File: src/hw/rtl/bcf_pkg.sv
// Shared constants, types and codes of the cascaded biquad filter.
package bcf_pkg;

	localparam int STAGES       = 8;
	localparam int SAMPLE_WIDTH = 16;

	localparam int REG_W     = 64;                 // one packed a1/a2 register
	localparam int CW        = REG_W / 2;          // a1 or a2, Q2.30
	localparam int NUM_CFG   = 8;                  // register file size, fixed
	localparam int CFG_IDX_W = $clog2(NUM_CFG);

	localparam int ACC_W    = 40;                  // Q8.32 section values
	localparam int FRAC_W   = 32;
	localparam int IN_SHIFT = 33 - SAMPLE_WIDTH;   // sample to Q8.32
	localparam int X_W      = ACC_W + 2;           // u + 2*u1 + u2
	localparam int CHUNK_W  = X_W / 2;             // multiplier operand slice
	localparam int COEF_W   = CW + 2;              // 2^30 + a1 + a2
	localparam int PP_W     = COEF_W + CHUNK_W + 1;
	localparam int SUM_W    = 80;                  // exact sum in 2^-64 units
	localparam int FB_SHIFT = 2;                   // feedback terms weigh 4x
	localparam int NUM_PP   = 6;                   // partial products per item
	localparam int STEP_W   = $clog2(NUM_PP);

	typedef logic signed [SAMPLE_WIDTH-1:0] sample_t;
	typedef logic signed [ACC_W-1:0]        acc_t;
	typedef logic signed [X_W-1:0]          xsum_t;
	typedef logic signed [COEF_W-1:0]       coef_t;
	typedef logic signed [PP_W-1:0]         pp_t;
	typedef logic signed [SUM_W-1:0]        wsum_t;
	typedef logic [STEP_W-1:0]              step_t;
	typedef logic [REG_W-1:0]               coeff_reg_t;
	typedef logic [CFG_IDX_W-1:0]           cfg_idx_t;

	localparam step_t LAST_STEP  = step_t'(NUM_PP - 1);
	localparam coef_t ONE_Q30    = coef_t'(2 ** 30);
	localparam wsum_t ROUND_HALF = wsum_t'(64'h0000_0000_8000_0000);
	localparam acc_t  ACC_MAX    = acc_t'({1'b0, {(ACC_W - 1){1'b1}}});
	localparam acc_t  ACC_MIN    = acc_t'({1'b1, {(ACC_W - 1){1'b0}}});
	localparam sample_t SMAX     = sample_t'({1'b0, {(SAMPLE_WIDTH - 1){1'b1}}});
	localparam sample_t SMIN     = sample_t'({1'b1, {(SAMPLE_WIDTH - 1){1'b0}}});

	// Section state machine.
	typedef enum logic [1:0] {
		CS_IDLE,
		CS_MUL,
		CS_ACC,
		CS_RND
	} cell_state_t;

	// Which product a multiply step works on.
	typedef enum logic [1:0] {
		TERM_FWD,
		TERM_FB1,
		TERM_FB2
	} term_t;

	// Item moving from one section to the next.
	typedef struct packed {
		logic valid;
		logic clip;
		acc_t data;
	} cell_link_t;

endpackage

File: src/hw/rtl/bcf_cell.sv
// One second-order section: history, shared multiplier, accumulator, rounding.
module bcf_cell (
	input  logic                clk,
	input  logic                arst_n,
	input  bcf_pkg::coeff_reg_t coeffs,
	input  bcf_pkg::cell_link_t up,
	output logic                up_ready,
	output bcf_pkg::cell_link_t dn,
	input  logic                dn_ready
);
	import bcf_pkg::*;

	cell_state_t state_q, state_d;
	step_t       step_q;
	acc_t        u1_q, u2_q, y1_q, y2_q;
	xsum_t       x_q;
	coef_t       ksum_q;
	pp_t         pp_s1;
	logic        pp_vld_s1, pp_hi_s1, pp_fb_s1;
	wsum_t       acc_q;
	logic        clip_q, clip_out_q, dn_vld_q;

	logic        take_in, issue, retire, out_free;
	coef_t       a1, a2, mul_a;
	xsum_t       mul_src, x_new;
	logic signed [CHUNK_W:0] mul_b;
	term_t       term;
	wsum_t       pp_term, rsum;
	acc_t        y_new;
	logic        y_sat;

	assign a1 = coef_t'($signed(coeffs[REG_W-1:CW]));
	assign a2 = coef_t'($signed(coeffs[CW-1:0]));
	assign out_free = !dn_vld_q || dn_ready;

	// Next state.
	always_comb begin
		state_d = state_q;
		unique case (state_q)
			CS_IDLE: if (up.valid) state_d = CS_MUL;
			CS_MUL:  if (step_q == LAST_STEP) state_d = CS_ACC;
			CS_ACC:  state_d = CS_RND;
			CS_RND:  if (out_free) state_d = CS_IDLE;
			default: state_d = CS_IDLE;
		endcase
	end

	// Control outputs.
	always_comb begin
		up_ready = 1'b0;
		take_in  = 1'b0;
		issue    = 1'b0;
		retire   = 1'b0;
		unique case (state_q)
			CS_IDLE: begin
				up_ready = 1'b1;
				take_in  = up.valid;
			end
			CS_MUL:  issue  = 1'b1;
			CS_ACC:  ;
			CS_RND:  retire = out_free;
			default: ;
		endcase
	end

	always_ff @(posedge clk or negedge arst_n) begin
		if (!arst_n) begin
			state_q <= CS_IDLE;
			step_q  <= '0;
		end else begin
			state_q <= state_d;
			if (issue) step_q <= (step_q == LAST_STEP) ? '0 : step_q + step_t'(1);
		end
	end

	assign x_new = xsum_t'(up.data) + (xsum_t'(u1_q) <<< 1) + xsum_t'(u2_q);

	// Input history shifts on accept; output history on retire.
	always_ff @(posedge clk or negedge arst_n) begin
		if (!arst_n) begin
			u1_q <= '0;
			u2_q <= '0;
			y1_q <= '0;
			y2_q <= '0;
		end else begin
			if (take_in) begin
				u2_q <= u1_q;
				u1_q <= up.data;
			end
			if (retire) begin
				y2_q <= y1_q;
				y1_q <= y_new;
			end
		end
	end

	always_ff @(posedge clk) begin
		if (take_in) begin
			x_q    <= x_new;
			ksum_q <= ONE_Q30 + a1 + a2;
			clip_q <= up.clip;
		end
	end

	// Operand select for the shared multiplier.
	always_comb begin
		term = term_t'(step_q[STEP_W-1:1]);
		case (term)
			TERM_FWD: begin
				mul_a   = ksum_q;
				mul_src = x_q;
			end
			TERM_FB1: begin
				mul_a   = a1;
				mul_src = xsum_t'(y1_q);
			end
			TERM_FB2: begin
				mul_a   = a2;
				mul_src = xsum_t'(y2_q);
			end
			default: begin
				mul_a   = '0;
				mul_src = '0;
			end
		endcase
		if (step_q[0]) mul_b = {mul_src[X_W-1], mul_src[X_W-1:CHUNK_W]};
		else           mul_b = {1'b0, mul_src[CHUNK_W-1:0]};
	end

	always_ff @(posedge clk or negedge arst_n) begin
		if (!arst_n) pp_vld_s1 <= 1'b0;
		else         pp_vld_s1 <= issue;
	end

	always_ff @(posedge clk) begin
		if (issue) begin
			pp_s1    <= mul_a * mul_b;
			pp_hi_s1 <= step_q[0];
			pp_fb_s1 <= (term != TERM_FWD);
		end
	end

	// Align the partial product and fold it in.
	always_comb begin
		pp_term = wsum_t'(pp_s1);
		if (pp_hi_s1) pp_term = pp_term <<< CHUNK_W;
		if (pp_fb_s1) pp_term = pp_term <<< FB_SHIFT;
	end

	always_ff @(posedge clk) begin
		if (take_in)        acc_q <= '0;
		else if (pp_vld_s1) acc_q <= pp_fb_s1 ? acc_q - pp_term : acc_q + pp_term;
	end

	// Round half up to Q8.32, saturate to 40 bits.
	assign rsum  = acc_q + ROUND_HALF;
	assign y_sat = !((&rsum[SUM_W-1:FRAC_W+ACC_W-1]) || !(|rsum[SUM_W-1:FRAC_W+ACC_W-1]));
	assign y_new = y_sat ? (rsum[SUM_W-1] ? ACC_MIN : ACC_MAX)
	                     : rsum[FRAC_W+ACC_W-1:FRAC_W];

	always_ff @(posedge clk or negedge arst_n) begin
		if (!arst_n)      dn_vld_q <= 1'b0;
		else if (retire)  dn_vld_q <= 1'b1;
		else if (dn_ready) dn_vld_q <= 1'b0;
	end

	always_ff @(posedge clk) begin
		if (retire) clip_out_q <= clip_q | y_sat;
	end

	// The newest output history entry is the result being handed on.
	assign dn = '{valid: dn_vld_q, clip: clip_out_q, data: y1_q};

	a_accept_starts: assert property (@(posedge clk) disable iff (!arst_n)
		(up.valid && up_ready) |=> (state_q == CS_MUL && step_q == '0))
		else $error("section did not start multiply sequence after accept");

	a_acc_after_last: assert property (@(posedge clk) disable iff (!arst_n)
		(state_q == CS_ACC) |-> $past(state_q == CS_MUL && step_q == LAST_STEP))
		else $error("accumulate entered before last partial product");

	a_stall_holds: assert property (@(posedge clk) disable iff (!arst_n)
		(state_q == CS_RND && dn_vld_q && !dn_ready) |=> (state_q == CS_RND && $stable(y1_q)))
		else $error("section result overwritten while downstream stalled");

	a_valid_from_rnd: assert property (@(posedge clk) disable iff (!arst_n)
		$rose(dn_vld_q) |-> $past(state_q == CS_RND))
		else $error("section output valid raised outside rounding step");

endmodule

File: config.mk
export PLATFORM = sky130hd
export DESIGN_NAME = bcf_cell
export DESIGN_NICKNAME = d
export VERILOG_FILES = /design/src/hw/rtl/bcf_pkg.sv /design/src/hw/rtl/bcf_cell.sv
export SDC_FILE = /design/constraint.sdc
export NUM_CORES = 2
export LEC_CHECK = 0
export BUFFER_PORTS_ARGS = -buffer_cell sky130_fd_sc_hd__buf_2
export CORE_UTILIZATION = 33
export DETAILED_ROUTE_END_ITERATION = 6
export GPL_ROUTABILITY_DRIVEN = 0
export GPL_TIMING_DRIVEN = 0
export HOLD_SLACK_MARGIN = 0.02
export PLACE_DENSITY = 0.59
export SLEW_MARGIN = 5
export SYNTH_ARGS = -nofsm -noshare
export SYNTH_HDL_FRONTEND = slang
export SYNTH_SLANG_ARGS = --single-unit
export TNS_END_PERCENT = 10
File: constraint.sdc
create_clock -name clk -period 21.5 [get_ports clk]
set_clock_uncertainty 0.15 [all_clocks]
set_input_delay 2.15 -clock clk [delete_from_list [all_inputs] [get_ports clk]]
set_output_delay 2.15 -clock clk [all_outputs]
set_load 0.01 [all_outputs]
# After elaboration in Yosys (flattened, before gate mapping)
# Cells that the tools add are included.
[totals] register_bits=383 latch_bits=0 ramBits=0 romBits=0 input_bits=109 wordCells=66 memories=0
[classes] addsub=8 multipliers=1 div_mod_pow=0 magnitude_cmp=0 eq_ne=9 shifts=0 n_mux=19 n_bitwise=1 reduce_logical=12
[op_table] operator="case mux 42 bit (3 select lines)" count=1
[op_table] operator="case mux 34 bit (3 select lines)" count=1
[op_table] operator="adder 80 x 33 -> 80 bit, second input constant" count=1
[op_table] operator="adder 80 x 79 -> 80 bit" count=1
[op_table] operator="two-way mux 40 bit" count=2
[op_table] operator="two-way mux 80 bit" count=1
[op_table] operator="subtractor 80 x 79 -> 80 bit" count=1
[op_table] operator="two-way mux 78 bit" count=1
[op_table] operator="two-way mux 76 bit" count=1
[op_table] operator="multiplier 34 x 22 -> 56 bit" count=1
[op_table] operator="adder 40 x 41 -> 42 bit" count=1
[op_table] operator="adder 42 x 40 -> 42 bit" count=1
[op_table] operator="adder 33 x 32 -> 34 bit" count=1
[op_table] operator="adder 32 x 32 -> 33 bit, first input constant" count=1
[op_table] operator="two-way mux 22 bit" count=1
[op_table] operator="AND reduction 9 bit" count=1
[op_table] operator="OR reduction 9 bit" count=1
[op_table] operator="case mux 2 bit (4 select lines)" count=1
[op_table] operator="== test 2 bit, second input constant" count=3
[op_table] operator="two-way mux 1 bit" count=6
[op_table] operator="two-way mux 2 bit" count=3
[op_table] operator="!= test 2 bit, second input constant" count=3
[op_table] operator="== test 2 x 1 -> 1 bit, second input constant" count=2
[op_table] operator="logical NOT 2 bit" count=2
[op_table] operator="8 further kinds" count=12

# Longest topological paths before layout
[depth] depth_word=6 depth_mapped=37

# Worst setup path after synthesis
# Ideal clock, no wire load.
[synth_timing] path_kind="input-to-reg" start="input coeffs[50]" end="register pp_s1[55], data pin" setup_time_ns=0.260 arrival_time_ns=9.292 setup_slack_ns=11.798 cell_stages=28 n_path_buf=1 cell_sequence="mux2i_1 -> o21ai_0 -> clkbuf_1 -> nand2_1 -> fa_1 -> inv_1 -> fa_1 -> inv_1 -> fa_1 -> inv_1 -> fa_1 -> fa_1 -> fa_1 -> inv_1 -> fa_1 -> inv_1 -> ha_1 -> a21o_1 -> a21o_1 -> a2111oi_0 -> o31ai_1 -> a21oi_1 -> o21a_1 -> nand3_1 -> a311o_1 -> a211o_1 -> a21oi_1 -> xnor2_1"
[synth_between] elab_chain_cells=2
[synth_rtl] item="start: declaration" line="bcf_cell.sv:5" rtl="input bcf_pkg::coeff_reg_t coeffs,"
[synth_rtl] item="case mux 34 bit (3 select lines)" line="bcf_cell.sv:108" rtl="case (term)"
[synth_rtl] item="multiplier 34 x 22 -> 56 bit" line="bcf_cell.sv:137" rtl="pp_s1 <= mul_a * mul_b;"
[synth_rtl] item="end signal: assignment" line="bcf_cell.sv:137"
[synth_rtl] item="end: declaration" line="bcf_cell.sv:18" rtl="pp_t pp_s1;"
# Every way passes these cells.
# A chain may end at the register's enable or synchronous reset.

# Worst setup path after layout
[layout_timing] start="register step_q[2]" end="register pp_s1[52], data pin"
[layout_between] elab_chain_cells=4 elab_cells_between_ends=7
[layout_rtl] item="start: declaration" line="bcf_cell.sv:14" rtl="step_t step_q;"
[layout_rtl] item="start signal: assignment" line="bcf_cell.sv:72" rtl="if (issue) step_q <= (step_q == LAST_STEP) ? '0 : step_q + step_t'(1);"
[layout_rtl] item="== test 2 bit, or another cell as far along" line="bcf_cell.sv:108"
[layout_rtl] item="case mux 42 bit (3 select lines)" line="bcf_cell.sv:108"
[layout_rtl] item="two-way mux 22 bit" line="bcf_cell.sv:126" rtl="if (step_q[0]) mul_b = {mul_src[X_W-1], mul_src[X_W-1:CHUNK_W]};"
[layout_rtl] item="multiplier 34 x 22 -> 56 bit *" line="bcf_cell.sv:137"
# Mark *: on every way between the ends. The rest lies on a longest branch, timed or not.

==> metrics.txt <==
status complete, but fails checks; failing checks capacitance limit, slew limit; antenna violations before repair 24; PortBufs approximately 150; largest net degree at the start of global routing around 90; die width 413.1 µm; core area 167400 µm²; Tot GR Track Use 0.2352; Row Count 150; Synth Cell Area 55770 µm²; Initial Util 0.3332; Syn Inst Count 6417; Fin. Hold Viols 0; adder-cell share of the synthesized area 0.3597; max_cap viols 4; DR vias/cell 5.425; DRC errors left 0; FF-to-FF path depth 30; most common cell in the netlist nand2_1; Post-Syn Nets 7659; main combinational cell family by area after synthesis adder cells; post-synthesis xor/xnor area fraction 0.04413; first-pass iteration count of the detailed router 6; Register Area 9864 µm²; first-pass GRT wire length 301600 µm; max-slew violation count 16; Setup Buffers After CTS 0; Synth area leader fa_1; final setup TNS 0 ps; delay-heaviest family, CP compound AO/OA/AOI/OAI gates; final WL slightly above 200000 µm; layout cell share with drive strength beyond 1 0.05806; Worst-Skew Late Latency 650 ps; wire per inst 22.81 µm; RSZ-0062 raised after global routing no; Critical Path RT approximately 22000 ps; type of the most critical hold path reg2reg; syn avg cell area 8.692 µm²; fin nets 7868; Post-synth ARST share 0.4360; post-synthesis register bit count 383; root cell of the clock tree clkbuf_16; CTS Buffer Depth 3; synth top area cells fa_1 (28%), ha_1 (7.8%), dfrtp_1 (7.5%); Startpoint Class flop; Final period util 0.6295; non-filler instance count after layout just under 9000; Antenna Nets Post-Route 0; worst path bufs/invs 8; via count 48132; Synth Area in Compound Gates 0.1244; CTS tree built; Worst Path Max Fanout 10; Final Util 0.3653; H-tree depth reported by CTS 2; Hold Path Cell Cnt 2; Synth top cells by count nand2_1 (1061), inv_1 (890), fa_1 (784); Slowest-stage cell, CP a21oi_1; die height around 410 µm; Yosys warnings 0; most frequent CP cell fa_1; Placed Cells ~8800; multi-input logic area about 41000 µm²; total CTS buffers 48; sequential area share after synthesis 0.1769; Ports 152; crit end category flop; CTS Hold Buffers Added 0; Slew @ Worst Pin 1618 ps; Cell variety after synth 110; DP HPWL 166900 µm; Max-Slew Margin vs Limit -0.07871; Hold Worst Slack 329.1 ps; ys flop type dfrtp_1; filler instances 17240; # resized after CTS 0; fin crit period 13530 ps; Iter 0 DRT Violations 5340; CP peak stage delay between 1000 and 1500 ps; post-synthesis mux area share 0.04608; vias in the first global route 47857; Worst-path clk slew around 60 ps; Die ar. roughly 170000 µm²; post-synthesis simple-gate area fraction 0.1634; Yosys top cell area share 0.2814; Post-synth EDFFs 136; GRT Residual Overflow 0; P&R area growth vs syn 9.651%; Sink Count 383; type of the worst setup path reg2reg; Setup-failing EPs final 0; data arrival time of the critical path 13660 ps; Levels on crit path 30; Fmax approximately 74 MHz
## placed cells by master, fill, tap and decap left out, types with 167 or more instances in the layout
master / n
a21oi_1: 305
clkbuf_1: 272
dfrtp_1: 167
fa_1: 784
ha_1: 348
inv_1: 890
mux2i_1: 171
nand2_1: 1061
nor2_1: 555
o21ai_0: 200
xnor2_1: 173
## per-layer routing
layer | part of all wire | track usage | vias to the layer above | wire (µm)
met5 | 0.00021 | 0 | - | 42
met4 | 0.053 | 0.1016 | 6 | 10680
met3 | 0.11 | 0.05256 | 557 | 21360
met2 | 0.43 | 0.3633 | 2633 | 88000
met1 | 0.41 | 0.3146 | 23670 | 82260
li1 | - | - | 21266 | -
## worst min-delay path, stage by stage, from the launching register on
cell	delay, ps
dfrtp_1	340
nand2_1	50
nand2_1	60
## sequential cells by signal (all words and copies together) (netlist names)
register,count
pp_vld_s1,1
x_q,42
u2_q,40
state_q,2
pp_s1,56
u1_q,40
pp_fb_s1,1
ksum_q,34
y1_q,40
dn_vld_q,1
y2_q,40
clip_out_q,1
clip_q,1
pp_hi_s1,1
step_q,3
acc_q,80
## final timing paths
kind | start | slack [ps] | end
min reg2reg | y2_q[11]$_DFFE_PN0P_ | 330 | y2_q[11]$_DFFE_PN0P_
min | y2_q[11]$_DFFE_PN0P_ | 330 | y2_q[11]$_DFFE_PN0P_
max in group asynchronous | arst_n | 18910 | dn_vld_q$_DFFE_PN0P_
min in group asynchronous | arst_n | 1370 | u1_q[20]$_DFFE_PN0P_
max | step_q[2]$_DFFE_PN0P_ | 7970 | pp_s1[52]$_DFFE_PP_
max reg2reg | step_q[2]$_DFFE_PN0P_ | 7970 | pp_s1[52]$_DFFE_PP_
## kinds of logic (layout without fill, tap and decap cells)
logic type / after synthesis / in the layout
and+or+nand+nor: 2099 / 2099
other: 0 / 2
buffers and inverters: 1219 / 1468
adders and majority gates: 1133 / 1133
xor gates and xnor gates: 281 / 281
muxes: 231 / 231
AOI/OAI and AO/OA: 1071 / 1071
DFF: 383 / 383
## metrics by stage
| step | cell area (µm²) | setup slack, ps |
|---|---|---|
| after detailed placement | 59510 | 8449 |
| after global placement | 59290 | 8184 |
| after CTS | 61150 | 8403 |
| after global routing | 61150 | 7578 |
| final | 61160 | 7965 |
| after floorplan | 55770 | 11800 |
## layout make-up
class | instances | area share
Sequential cell | 383 | 0.1613
Inverter | 896 | 0.05499
Buffer | 323 | 0.02306
Clock buffer | 64 | 0.02160
Clock inverter | 26 | 0.005156
Tap cell | 2204 | 0.04509
Antenna cell | 2 | 0.00008184
Timing Repair Buffer | 159 | 0.01504
Multi-Input combinational cell | 4815 | 0.6737
Power is left out: the tool's default activity adds up to more than one toggle a clock period on the data nets, which glitch-free logic cannot reach.
