`src/hw/rtl/bcf_pkg.sv`:
```
// Shared constants, types and codes of the cascaded biquad filter.
package bcf_pkg;

	localparam int STAGES       = 8;
	localparam int SAMPLE_WIDTH = 16;

	localparam int REG_W     = 64;                 // one packed a1/a2 register
	localparam int CW        = REG_W / 2;          // a1 or a2, Q2.30
	localparam int NUM_CFG   = 8;                  // register file size, fixed
	localparam int CFG_IDX_W = $clog2(NUM_CFG);

	localparam int ACC_W    = 40;                  // Q8.32 section values
	localparam int FRAC_W   = 32;
	localparam int IN_SHIFT = 33 - SAMPLE_WIDTH;   // sample to Q8.32
	localparam int X_W      = ACC_W + 2;           // u + 2*u1 + u2
	localparam int CHUNK_W  = X_W / 2;             // multiplier operand slice
	localparam int COEF_W   = CW + 2;              // 2^30 + a1 + a2
	localparam int PP_W     = COEF_W + CHUNK_W + 1;
	localparam int SUM_W    = 80;                  // exact sum in 2^-64 units
	localparam int FB_SHIFT = 2;                   // feedback terms weigh 4x
	localparam int NUM_PP   = 6;                   // partial products per item
	localparam int STEP_W   = $clog2(NUM_PP);

	typedef logic signed [SAMPLE_WIDTH-1:0] sample_t;
	typedef logic signed [ACC_W-1:0]        acc_t;
	typedef logic signed [X_W-1:0]          xsum_t;
	typedef logic signed [COEF_W-1:0]       coef_t;
	typedef logic signed [PP_W-1:0]         pp_t;
	typedef logic signed [SUM_W-1:0]        wsum_t;
	typedef logic [STEP_W-1:0]              step_t;
	typedef logic [REG_W-1:0]               coeff_reg_t;
	typedef logic [CFG_IDX_W-1:0]           cfg_idx_t;

	localparam step_t LAST_STEP  = step_t'(NUM_PP - 1);
	localparam coef_t ONE_Q30    = coef_t'(2 ** 30);
	localparam wsum_t ROUND_HALF = wsum_t'(64'h0000_0000_8000_0000);
	localparam acc_t  ACC_MAX    = acc_t'({1'b0, {(ACC_W - 1){1'b1}}});
	localparam acc_t  ACC_MIN    = acc_t'({1'b1, {(ACC_W - 1){1'b0}}});
	localparam sample_t SMAX     = sample_t'({1'b0, {(SAMPLE_WIDTH - 1){1'b1}}});
	localparam sample_t SMIN     = sample_t'({1'b1, {(SAMPLE_WIDTH - 1){1'b0}}});

	// Section state machine.
	typedef enum logic [1:0] {
		CS_IDLE,
		CS_MUL,
		CS_ACC,
		CS_RND
	} cell_state_t;

	// Which product a multiply step works on.
	typedef enum logic [1:0] {
		TERM_FWD,
		TERM_FB1,
		TERM_FB2
	} term_t;

	// Item moving from one section to the next.
	typedef struct packed {
		logic valid;
		logic clip;
		acc_t data;
	} cell_link_t;

endpackage

```
`src/hw/rtl/bcf_out_if.sv`:
```
// Filtered sample channel.
interface bcf_out_if;
	import bcf_pkg::*;

	logic    valid;
	logic    ready;
	sample_t sample_out;
	logic    clipped;

	modport source (output valid, output sample_out, output clipped, input ready);
	modport sink (input valid, input sample_out, input clipped, output ready);
endinterface

```
`src/hw/rtl/bcf_out_stage.sv`:
```
// Output register: round Q8.32 to the sample width and saturate.
module bcf_out_stage (
	input  logic                clk,
	input  logic                arst_n,
	input  bcf_pkg::cell_link_t up,
	output logic                up_ready,
	bcf_out_if.source           result_ch
);
	import bcf_pkg::*;

	localparam int O_W = ACC_W + 1 - IN_SHIFT;

	logic                     vld_q;
	sample_t                  sample_q;
	logic                     clip_q;
	logic signed [ACC_W:0]    osum;
	logic signed [O_W-1:0]    o;
	logic                     o_sat;
	logic                     take;

	assign up_ready = !vld_q || result_ch.ready;
	assign take     = up.valid && up_ready;

	assign osum  = (ACC_W+1)'(up.data) + (ACC_W+1)'(2 ** (IN_SHIFT - 1));
	assign o     = osum[ACC_W:IN_SHIFT];
	assign o_sat = !((&o[O_W-1:SAMPLE_WIDTH-1]) || !(|o[O_W-1:SAMPLE_WIDTH-1]));

	always_ff @(posedge clk or negedge arst_n) begin
		if (!arst_n)                vld_q <= 1'b0;
		else if (take)              vld_q <= 1'b1;
		else if (result_ch.ready)   vld_q <= 1'b0;
	end

	always_ff @(posedge clk) begin
		if (take) begin
			sample_q <= o_sat ? (o[O_W-1] ? SMIN : SMAX) : o[SAMPLE_WIDTH-1:0];
			clip_q   <= up.clip | o_sat;
		end
	end

	assign result_ch.valid      = vld_q;
	assign result_ch.sample_out = sample_q;
	assign result_ch.clipped    = clip_q;

endmodule

```
`src/flat_wrapper.sv`:
```
// flat-port wrapper written by rule: the top's interface ports become plain ports
module bcf_out_stage_flat import bcf_pkg::*;
  (clk, arst_n, up, up_ready, result_ch_valid, result_ch_sample_out, result_ch_clipped, result_ch_ready);
  bcf_out_if result_ch_i ();
  input  logic clk;
  input  logic arst_n;
  input  bcf_pkg::cell_link_t up;
  output logic up_ready;
  output wire logic [$bits(result_ch_i.valid)-1:0] result_ch_valid;
  output wire logic [$bits(result_ch_i.sample_out)-1:0] result_ch_sample_out;
  output wire logic [$bits(result_ch_i.clipped)-1:0] result_ch_clipped;
  input wire logic [$bits(result_ch_i.ready)-1:0] result_ch_ready;
  assign result_ch_valid = result_ch_i.valid;
  assign result_ch_sample_out = result_ch_i.sample_out;
  assign result_ch_clipped = result_ch_i.clipped;
  assign result_ch_i.ready = result_ch_ready;
  bcf_out_stage u_core (.clk(clk), .arst_n(arst_n), .up(up), .up_ready(up_ready), .result_ch(result_ch_i));
endmodule
```
`config.mk`:
```
export PLATFORM = sky130hd
export DESIGN_NAME = bcf_out_stage_flat
export DESIGN_NICKNAME = d
export VERILOG_FILES = /design/src/hw/rtl/bcf_pkg.sv /design/src/hw/rtl/bcf_out_if.sv /design/src/hw/rtl/bcf_out_stage.sv /design/src/flat_wrapper.sv
export SDC_FILE = /design/constraint.sdc
export NUM_CORES = 1
export LEC_CHECK = 0
export BUFFER_PORTS_ARGS = -buffer_cell sky130_fd_sc_hd__buf_2
export CELL_PAD_IN_SITES_DETAIL_PLACEMENT = 2
export CELL_PAD_IN_SITES_GLOBAL_PLACEMENT = 2
export CORE_ASPECT_RATIO = 0.7
export CORE_MARGIN = 5
export CORE_UTILIZATION = 27
export CTS_CLUSTER_DIAMETER = 80
export CTS_CLUSTER_SIZE = 16
export DETAILED_ROUTE_END_ITERATION = 16
export GPL_ROUTABILITY_DRIVEN = 0
export GPL_TIMING_DRIVEN = 0
export PLACE_DENSITY_LB_ADDON = 0.1
export REMOVE_ABC_BUFFERS = 1
export SLEW_MARGIN = 20
export SYNTH_ARGS = -nofsm -noshare
export SYNTH_HDL_FRONTEND = slang
export SYNTH_SLANG_ARGS = --single-unit
export TNS_END_PERCENT = 20
```
`constraint.sdc`:
```
create_clock -name clk -period 2.8 [get_ports clk]
set_input_delay 0.56 -clock clk [delete_from_list [all_inputs] [get_ports clk]]
set_output_delay 0.56 -clock clk [all_outputs]
set_load 0.01 [all_outputs]
```
# [Word-level counts from Yosys, hierarchy flattened]
# Cells that the tools add are included.
[op_classes] add_sub_neg=1 multipliers=0 n_div=0 magnitude_cmp=0 eq_ne=0 shifts=0 n_mux=4 bitwise=1 n_reduce_logical=9
[ops] op="$add 40x18->41 const B" count=1
[ops] op="$mux 16" count=2
[ops] op="$reduce_and 9->1" count=1
[ops] op="$reduce_or 9->1" count=1
[ops] op="$logic_not 1->1" count=3
[ops] op="$logic_or 1x1->1" count=2
[ops] op="$mux 1" count=2
[ops] op="$reduce_bool 2->1" count=1
[ops] op="$logic_and 1x1->1" count=1
[ops] op="$or 1x1->1" count=1
[totals] regBits=18 latchBits=0 ramBits=0 romBits=0 out_inout_bits=19 wordCells=18 mem_count=0

# [Longest topological paths before layout]
# Gate-level depths: netlist of the first run.
[logic_depth] word_depth=6 mapped_depth=8

# [Worst setup path before layout of the first run]
# OpenSTA, ideal clock, no wires.
[synth_timing] kind="input-to-reg" start="in up[19] (netlist bit)" end="reg u_core.clip_q (netlist: u_core.result_ch.clipped) (data pin)" setup_time_ns=0.262 arrival_ns=2.209 required_ns=2.538 setup_slack_ns=0.329 cell_stages=8 n_path_buf=2 cell_sequence="nand4_2 -> or3_1 -> clkbuf_1 -> or4_1 -> a211oi_2 -> buf_4 -> and3_1 -> o21bai_1"
[synth_via] elab_chain_cells=6 elab_cells_between_ends=7 classes_between="add/sub (1); bitwise (1); reduce/logical (5)"
[synth_rtl] item="start, declared" line="flat_wrapper.sv:7" text="input bcf_pkg::cell_link_t up;"
[synth_rtl] item="$add 40x18->41 (*)" line="bcf_out_stage.sv:24" text="assign osum = (ACC_W+1)'(up.data) + (ACC_W+1)'(2 ** (IN_SHIFT - 1));"
[synth_rtl] item="$reduce_or 9->1" line="bcf_out_stage.sv:26" text="assign o_sat = !((&o[O_W-1:SAMPLE_WIDTH-1]) || !(|o[O_W-1:SAMPLE_WIDTH-1]));"
[synth_rtl] item="$logic_not 1->1" line="bcf_out_stage.sv:26"
[synth_rtl] item="$logic_or 1x1->1 (*)" line="bcf_out_stage.sv:26"
[synth_rtl] item="$logic_not 1->1 (*)" line="bcf_out_stage.sv:26"
[synth_rtl] item="$or 1x1->1 (*)" line="bcf_out_stage.sv:37" text="clip_q <= up.clip | o_sat;"
[synth_rtl] item="end signal, assigned" line="bcf_out_stage.sv:37"
[synth_rtl] item="end, declared" line="bcf_out_stage.sv:15" text="logic clip_q;"
# Every way passes the cells marked *; elsewhere a longest branch is shown, timed or not.
# A chain may end at the register's enable or synchronous reset.

# [Final worst setup path of the first run]
# Ends and elaborated chain as after synthesis.

==> impl_metrics.tcl, run 1 <==
set metrics [dict create \
    fin_crit_ns 2.63 \
    status "complete, no violations" \
    setup_violations 0 \
    clockBufferDepth 2 \
    firstDrtPassIters 2 \
    power.net_switching_uw 182 \
    ir_worst_vdd_uv 131 \
    internal_power_uw 492 \
    synthAdderAreaFrac_pct 0.963 \
    ys.flop_type "edfxtp_1" \
    crit_buf_inv 3 \
    via_per_inst 5.13 \
    synth_area_um2 1300 \
    ys_warn_count 0 \
    ys_top_cells_by_count "nand3_1 (26), edfxtp_1 (17), nand2_1 (12)" \
    drt_drc_violations_left 0 \
    grt_usage_pct 13.2 \
    die_x_um 92.9 \
    synthTopCellsByArea "edfxtp_1 (39%), nand3_1 (10%), xor2_1 (7.4%)" \
    first_global_vias 1308 \
    hold_class "in -> async" \
    layout.nets 238 \
    start_util_pct 27.5 \
    hold_viol_final 0 \
    seq_power_share_pct 46.9 \
    drv_slew 0 \
    cp-end-kind "register" \
    core_area_um2 4730 \
    power.density_nw_per_um2 392 \
    clockRootBuffer "clkbuf_8" \
    cp_max_fo 8 \
    postRouteAntennaNets 0 \
    synth_top_cell_by_area "edfxtp_1" \
    ctsHtreeMaxLevel 1 \
    rsz0062_at_grt "no" \
    pwr-share-comb_pct 20.7 \
    area_delta_synth_final_pct 32.6 \
    maxCapViolCount 0 \
    ctsHoldBuffers 0 \
    skew_ns 0.00810 \
    vias 1272 \
    p_leak_uw 0.000656 \
    cp.arrival_ns 2.63 \
    syn_inst 140 \
    clock_latency_ns 0.26 \
    cp-start-kind "primary input" \
    fin_crit_sh_pct 94.0 \
    synth-seq-cells 18 \
    yosys.area_share.simple_pct 31.2 \
    async_flop_share_pct 5.56 \
    synth_edf_count 17 \
    die_area_um2 6320 \
    dp_cells 240 \
    synth_xor_area_share_pct 12.8 \
    clkPwrFrac_pct 32.3 \
    timing.slew.headroom_pct 46.1 \
    synth_cell_types 36 \
    wirelength_um 4030 \
    crit_family "simple AND/OR/NAND/NOR gates" \
    synth_top_family_by_area "simple AND/OR/NAND/NOR gates" \
    crit_chain "buf_2 -> nand4_2 -> or3_1 -> or4_1 -> a211oi_4 -> buf_4 -> buf_4 -> and3_1 -> o21bai_1" \
    yosysMostFrequentCell "nand3_1" \
    drt_iter0_drc 28 \
    dp_hpwl_um 3400 \
    post_layout_nonfiller_instances 248 \
    portBuffers 47 \
    netSwitchingFraction_pct 27.0 \
    cts_buffers 3 \
    io_pins 64 \
    tns_ns 0 \
    slowest_delay_ns 0.50 \
    grt_start_max_net_pins 18 \
    row_count 21 \
    antenna_found_initial 0 \
    yosysSeqAreaShare_pct 41.2 \
    path_class "in -> reg" \
    die_h_um 68.0 \
    diodes 0 \
    cts_sinks 18 \
    tritoncts "yes" \
    synth_compound_area_share_pct 10.0 \
    fmax_mhz 380 \
    grt_pass1_wl_um 6470 \
    grt-ovfl-total 0 \
    syn_avg_cell_area_um2 9.28 \
    routedWlPerCell_um 16.3 \
    tightestPinTransition_ns 0.809 \
    crit_required_ns 2.80 \
    synthMuxAreaShare_pct 0.771 \
    cp_slowest_cell "or3_1" \
    synth_top_area_share_pct 39.3 \
    path_common_cell "buf_4" \
    drive_above_1_share_pct 34.0 \
    clkSlewWorstSetupHoldPaths_ns 0.07 \
]
==> worst reg2reg max path, delay by kind of cell (launching register included) <==
family,cells,cell delay [ns]
flops,1,0.37
simple gates,2,0.78
==> registers in the layout, indices dropped and copies added (netlist names) <==
signal,count
u_core.result_ch.clipped,1
u_core.result_ch.sample_out,16
u_core.result_ch.valid,1
==> stage by stage <==
stage | worst slack [ns] | instance area [um2] | hold WS [ns] | power (uW) | util [%]
floorplan | 0.213 | 1270 | 0.264 | 385 | -
global placement | -0.419 | 1580 | 0.335 | 450 | 33.4
detailed placement | -0.497 | 1580 | 0.336 | 456 | 33.4
CTS | 0.0252 | 1670 | 0.0560 | 681 | 35.3
global route | 0.0454 | 1720 | 0.0496 | 711 | 36.4
finish | 0.168 | 1720 | 0.0676 | 674 | 36.4
==> placed cells by master, fill, tap and decap left out, types with 6 or more instances in the layout <==
| master | netlist | routed |
|---|---|---|
| buf_2 | 1 | 47 |
| nand3_1 | 26 | 26 |
| edfxtp_1 | 17 | 17 |
| nand2_1 | 12 | 12 |
| xor2_1 | 11 | 10 |
| xnor2_1 | 8 | 8 |
| o21ai_0 | 7 | 7 |
| nor2_1 | 6 | 6 |
==> what timing repair did <==
action / CTS / global route
resized for setup: 4 / 2
pin swaps: 1 / 2
buffers inserted: 0 / 4
setup endpoints to repair: 14 / 14
==> layout make-up <==
type	count	area, um2
Sequential cell	18	536
Multi-Input combinational cell	114	767
Clock buffer	4	55.1
Inverter	4	15.0
Tap cell	57	71.3
Timing Repair Buffer	51	278
Fill cell	548	3010
==> final timing paths <==
| check | from | endpoint | slack (ns) | depth (start not counted) |
|---|---|---|---|---|
| setup / recovery | up[19] | u_core.result_ch.clipped | 0.17 | 9 |
| hold reg to reg | u_core.result_ch.valid | u_core.result_ch.valid | 0.54 | 2 |
| hold / removal | arst_n | u_core.result_ch.valid | 0.07 | 1 |
| min in group clk | up[41] | u_core.result_ch.valid | 0.51 | 2 |
| setup reg to reg | u_core.result_ch.valid | u_core.result_ch.clipped | 1.27 | 2 |
| max in group asynchronous | arst_n | u_core.result_ch.valid | 2.65 | 1 |
==> cell families (layout without fill, tap and decap cells) <==
group,after synthesis,after routing
simple gates,75,75
xor+xnor,19,19
flops,18,18
buf+inv,8,59
fa+ha+maj,1,1
compound gates,18,18
mux,1,1
==> power by group through the flow <==
stage	clock network [uW]	logic [uW]	registers (uW)
2_1_floorplan	0	54.3	331
3_5_place_dp	0	133	323
5_1_grt	238	156	318
3_3_place_gp	0	128	322
6_report	218	140	316
4_1_cts	228	137	317
==> routing by layer <==
layer	up-vias	global-route usage (%)	part of all wire, %
li1	625	-	-
met1	624	17.0	46
met2	21	23.0	49
met3	2	3.19	3.5
met4	0	2.74	0.84
met5	-	0	0
No activity file was read; power rests on OpenSTA's default activity.
==> run 2, diff against run 1 <==
==> constraint.sdc (replaced) <==
create_clock -name clk -period 2.8 [get_ports clk]
set_input_delay 0.14 -clock clk [delete_from_list [all_inputs] [get_ports clk]]
set_output_delay 0.14 -clock clk [all_outputs]
set_load 0.01 [all_outputs]
==> impl_metrics.tcl, run 2 (synthesized netlist as in run 1, its figures left out) <==
set metrics [dict create \
    slowest_delay_ns 0.76 \
    use_met3_pct 3.19 \
    cts_sinks 18 \
    grt_pass1_wl_um 6500 \
    crit_required_ns 2.76 \
    met1_usage_pct 16.9 \
    tritoncts "yes" \
    p_leak_uw 0.000631 \
    wirelength_um 3950 \
    cp_max_fo 13 \
    cts_buffers 3 \
    die_x_um 92.9 \
    layout_common_cells "buf_2 (47), nand3_1 (26), edfxtp_1 (17)" \
    die_h_um 68.0 \
    status "complete, no violations" \
    via_per_inst 5.13 \
    diodes 0 \
    crit_chain "buf_2 -> nand3_1 -> or4_1 -> nor4_1 -> o22ai_1 -> o31ai_2 -> o21ai_0" \
    clock_latency_ns 0.26 \
    start_util_pct 27.5 \
    row_count 21 \
    fillerInstances 557 \
    cp.arrival_ns 2.51 \
    vias 1256 \
    multiInputGateArea_um2 724 \
    first_global_vias 1320 \
    fin_crit_ns 2.54 \
    clockBufferDepth 2 \
    fin_crit_sh_pct 90.8 \
    hold_class "in -> reg" \
    routedWlPerCell_um 16.1 \
    io_pins 64 \
    fin_ws_ns 0.257 \
    postRouteAntennaNets 0 \
    grt_usage_pct 13.3 \
    tightestPinTransition_ns 0.820 \
    path_class "in -> reg" \
    dpl_worst_slack_ns -0.0772 \
    busiest_layer "met2" \
    hold_viol_final 0 \
    ir_worst_vdd_uv 130 \
    skew_ns 0.00591 \
    power.density_nw_per_um2 404 \
    final_common_cell "buf_2" \
    rsz0062_at_grt "no" \
    cp-start-kind "primary input" \
    r2r_slack_ns 1.27 \
    drt_drc_violations_left 0 \
    maxCapViolCount 0 \
    core_area_um2 4730 \
    seqCellArea_um2 536 \
    grt-ovfl-total 0 \
    portBuffers 47 \
    dp_cells 240 \
    timing.slew.headroom_pct 45.0 \
    post_layout_nonfiller_instances 245 \
    drt_iter0_drc 10 \
    met2_usage_pct 23.2 \
    clkSlewWorstSetupHoldPaths_ns 0.07 \
    largest_reg_flops 16 \
    ctsHtreeMaxLevel 1 \
    cts_resized 0 \
    drive_above_1_share_pct 30.9 \
    die_area_um2 6320 \
    antenna_found_initial 0 \
    finalPower_uw 664 \
    cp-end-kind "register" \
    dp_hpwl_um 3400 \
    setup_violations 0 \
    clockRootBuffer "clkbuf_8" \
    grt_start_max_net_pins 18 \
    fin_hold_ws_ns 0.0877 \
    area_delta_synth_final_pct 26.8 \
    layout.nets 235 \
    cp_slowest_cell "o31ai_2" \
    firstDrtPassIters 4 \
    drv_slew 0 \
    fmax_mhz 393 \
]
## run 2: worst paths after layout
| path | cells past startpoint | endpoint | startpoint |
|---|---|---|---|
| worst min register to register | 2 | u_core.result_ch.valid | u_core.result_ch.valid |
| worst max-delay path | 7 | u_core.result_ch.sample_out[0] | up[25] |
| worst min-delay path | 2 | u_core.result_ch.valid | up[41] |
| max in group asynchronous | 2 | u_core.result_ch.valid | arst_n |
| worst max register to register | 2 | u_core.result_ch.clipped | u_core.result_ch.valid |
| min in group asynchronous | 2 | u_core.result_ch.valid | arst_n |
## run 2: power breakdown
group / total, uW / internal (uW) / switching, uW
logic: 132 / 50.3 / 81.7
registers: 316 / 313 / 3.08
clock network: 216 / 125 / 91.1
## run 2: cell type report
class	instances	share of cell area [%]
Clock buffer	4	3.34
Timing Repair Buffer	48	14.9
Sequential cell	18	32.5
Inverter	4	0.912
Multi-Input combinational cell	114	44.0
Tap cell	57	4.33
## run 2: layer usage
| metal | vias to the layer above | share of wire, % |
|---|---|---|
| li1 | 621 | - |
| met1 | 608 | 47 |
| met2 | 25 | 48 |
| met3 | 2 | 4.1 |
| met4 | 0 | 0.89 |
| met5 | - | 0 |
## run 2: stage by stage
stage	cell area, um2	utilization, %	TNS (ns)
final	1650	34.8	0
after global routing	1650	34.8	0
after CTS	1650	34.8	0
after detailed placement	1580	33.4	-0.384
after global placement	1580	33.4	0
after floorplan	1270	-	0
## run 2: timing repair
item,CTS,global route
buffers inserted,0,0
hold buffers,1,0
hold endpoints to repair,1,0
endpoints found under the setup margin,0,0
## run 2: worst max-delay path, delay by kind of cell
kind	cells	cell delay (ns)
and+or+nand+nor	3	1.05
AOI/OAI and AO/OA	3	1.18
buffers and inverters	1	0.13
==> run 3, diff against run 2 <==
--- a/config.mk
+++ b/config.mk
@@ -8,7 +8,6 @@
 export BUFFER_PORTS_ARGS = -buffer_cell sky130_fd_sc_hd__buf_2
 export CELL_PAD_IN_SITES_DETAIL_PLACEMENT = 2
 export CELL_PAD_IN_SITES_GLOBAL_PLACEMENT = 2
-export CORE_ASPECT_RATIO = 0.7
 export CORE_MARGIN = 5
 export CORE_UTILIZATION = 27
 export CTS_CLUSTER_DIAMETER = 80
==> impl_metrics.tcl, run 3 (synthesized netlist as in run 1, its figures left out) <==
set metrics [dict create \
    post_layout_nonfiller_instances 242 \
    clockBufferDepth 2 \
    diodes 0 \
    maxCapViolCount 0 \
    clockRootBuffer "clkbuf_8" \
    r2r-start "u_core.result_ch.valid" \
    rsz0062_at_grt "no" \
    drt_drc_violations_left 0 \
    die_h_um 79.4 \
    firstDrtPassIters 4 \
    startpoint "up[25]" \
    min_from "up[41]" \
    fmax_mhz 398 \
    clock_latency_ns 0.25 \
    dp_hpwl_um 3350 \
    status "complete, no violations" \
    power.density_nw_per_um2 402 \
    ir_worst_vdd_uv 172 \
    portBuffers 47 \
    fin_hold_ws_ns 0.0813 \
    ctsHtreeMaxLevel 1 \
    fin_ws_ns 0.286 \
    vias 1272 \
    fin_crit_ns 2.51 \
    die_x_um 79.4 \
    cp-end-kind "register" \
    cp.arrival_ns 2.61 \
    cts_sinks 18 \
    via_per_inst 5.26 \
    setup_violations 0 \
    layout.nets 235 \
    multiInputGateArea_um2 741 \
    row_count 25 \
    drive_above_1_share_pct 30.9 \
    fillerInstances 543 \
    grt-ovfl-total 0 \
    io_pins 64 \
    wirelength_um 4120 \
    start_util_pct 27.7 \
    seqCellArea_um2 536 \
    hold_viol_final 0 \
    timing.slew.headroom_pct 41.5 \
    hold_class "in -> reg" \
    routedWlPerCell_um 17.0 \
    dpl_worst_slack_ns -0.103 \
    die_area_um2 6300 \
    tritoncts "yes" \
    grt_usage_pct 13.4 \
    tightestPinTransition_ns 0.874 \
    crit_required_ns 2.90 \
    grt_pass1_wl_um 6670 \
    drt_iter0_drc 41 \
    final_common_cell "buf_2" \
    cp-start-kind "primary input" \
    core_area_um2 4690 \
    area_delta_synth_final_pct 27.7 \
    p_leak_uw 0.000632 \
    cts_setup_buffers 0 \
    dp_cells 237 \
    path_class "in -> reg" \
    skew_ns 0.00612 \
    antenna_found_initial 0 \
    first_global_vias 1382 \
    layout_common_cells "buf_2 (47), nand3_1 (26), edfxtp_1 (17)" \
    drv_slew 0 \
    postRouteAntennaNets 0 \
    finalPower_uw 666 \
    largest_reg_flops 16 \
    cts_buffers 3 \
    fin_crit_sh_pct 89.8 \
    grt_start_max_net_pins 18 \
    clkSlewWorstSetupHoldPaths_ns 0.07 \
    cp_max_fo 11 \
]
## run 3: cell count changes in the layout (fill, tap and decap cells not counted)
cell / delta
o31ai_2: -1
a211oi_4: +1
a211oi_2: -1
o31ai_4: +1
## run 3: critical path, stage by stage
cell,delay [ns]
buf_2,0.13
nand3_1,0.21
or4_1,0.64
nor3_2,0.22
xor2_1,0.72
a21oi_1,0.31
o21ai_0,0.23
## run 3: report_power, final
group	internal (uW)	switching, uW
registers	313	3.03
clock network	125	89.4
logic	50.9	85.0
## run 3: cell type report
class	instances	share of cell area, %
Sequential cell	18	32.3
Inverter	4	0.905
Multi-Input combinational cell	114	44.6
Timing Repair Buffer	48	14.8
Tap cell	54	4.07
Clock buffer	4	3.32
## run 3: routing by layer
metal	track usage, %	wire, um	vias to the layer above	share of wire (%)
met5	0	0	-	0
li1	-	-	619	-
met4	4.12	27	0	0.65
met3	1.81	169	2	4.1
met1	15.8	1790	622	43
met2	24.8	2140	29	52
## run 3: repair_timing
action	in CTS	in global routing
endpoints found under the setup margin	0	6
gates resized for setup	0	2
hold endpoints to repair	1	0
hold buffers	1	0
## run 3: path summary, 6_finish.rpt
| path | endpoint | slack, ns | cells past startpoint |
|---|---|---|---|
| worst min register to register | u_core.result_ch.valid | 0.53 | 2 |
| worst min-delay path | u_core.result_ch.valid | 0.08 | 2 |
| max in group asynchronous | u_core.result_ch.valid | 2.53 | 2 |
| worst max register to register | u_core.result_ch.sample_out[15] | 1.30 | 2 |
| min in group asynchronous | u_core.result_ch.valid | 0.19 | 2 |
| worst max-delay path | u_core.result_ch.sample_out[9] | 0.29 | 7 |
## run 3: through the flow
step                       TNS, ns  area, um2  utilization [%]
after global placement    -0.00977       1580             33.6
after detailed placement    -0.550       1580             33.6
after floorplan                  0       1270                -
after CTS                        0       1640             35.0
final                            0       1660             35.4
after global routing             0       1660             35.4
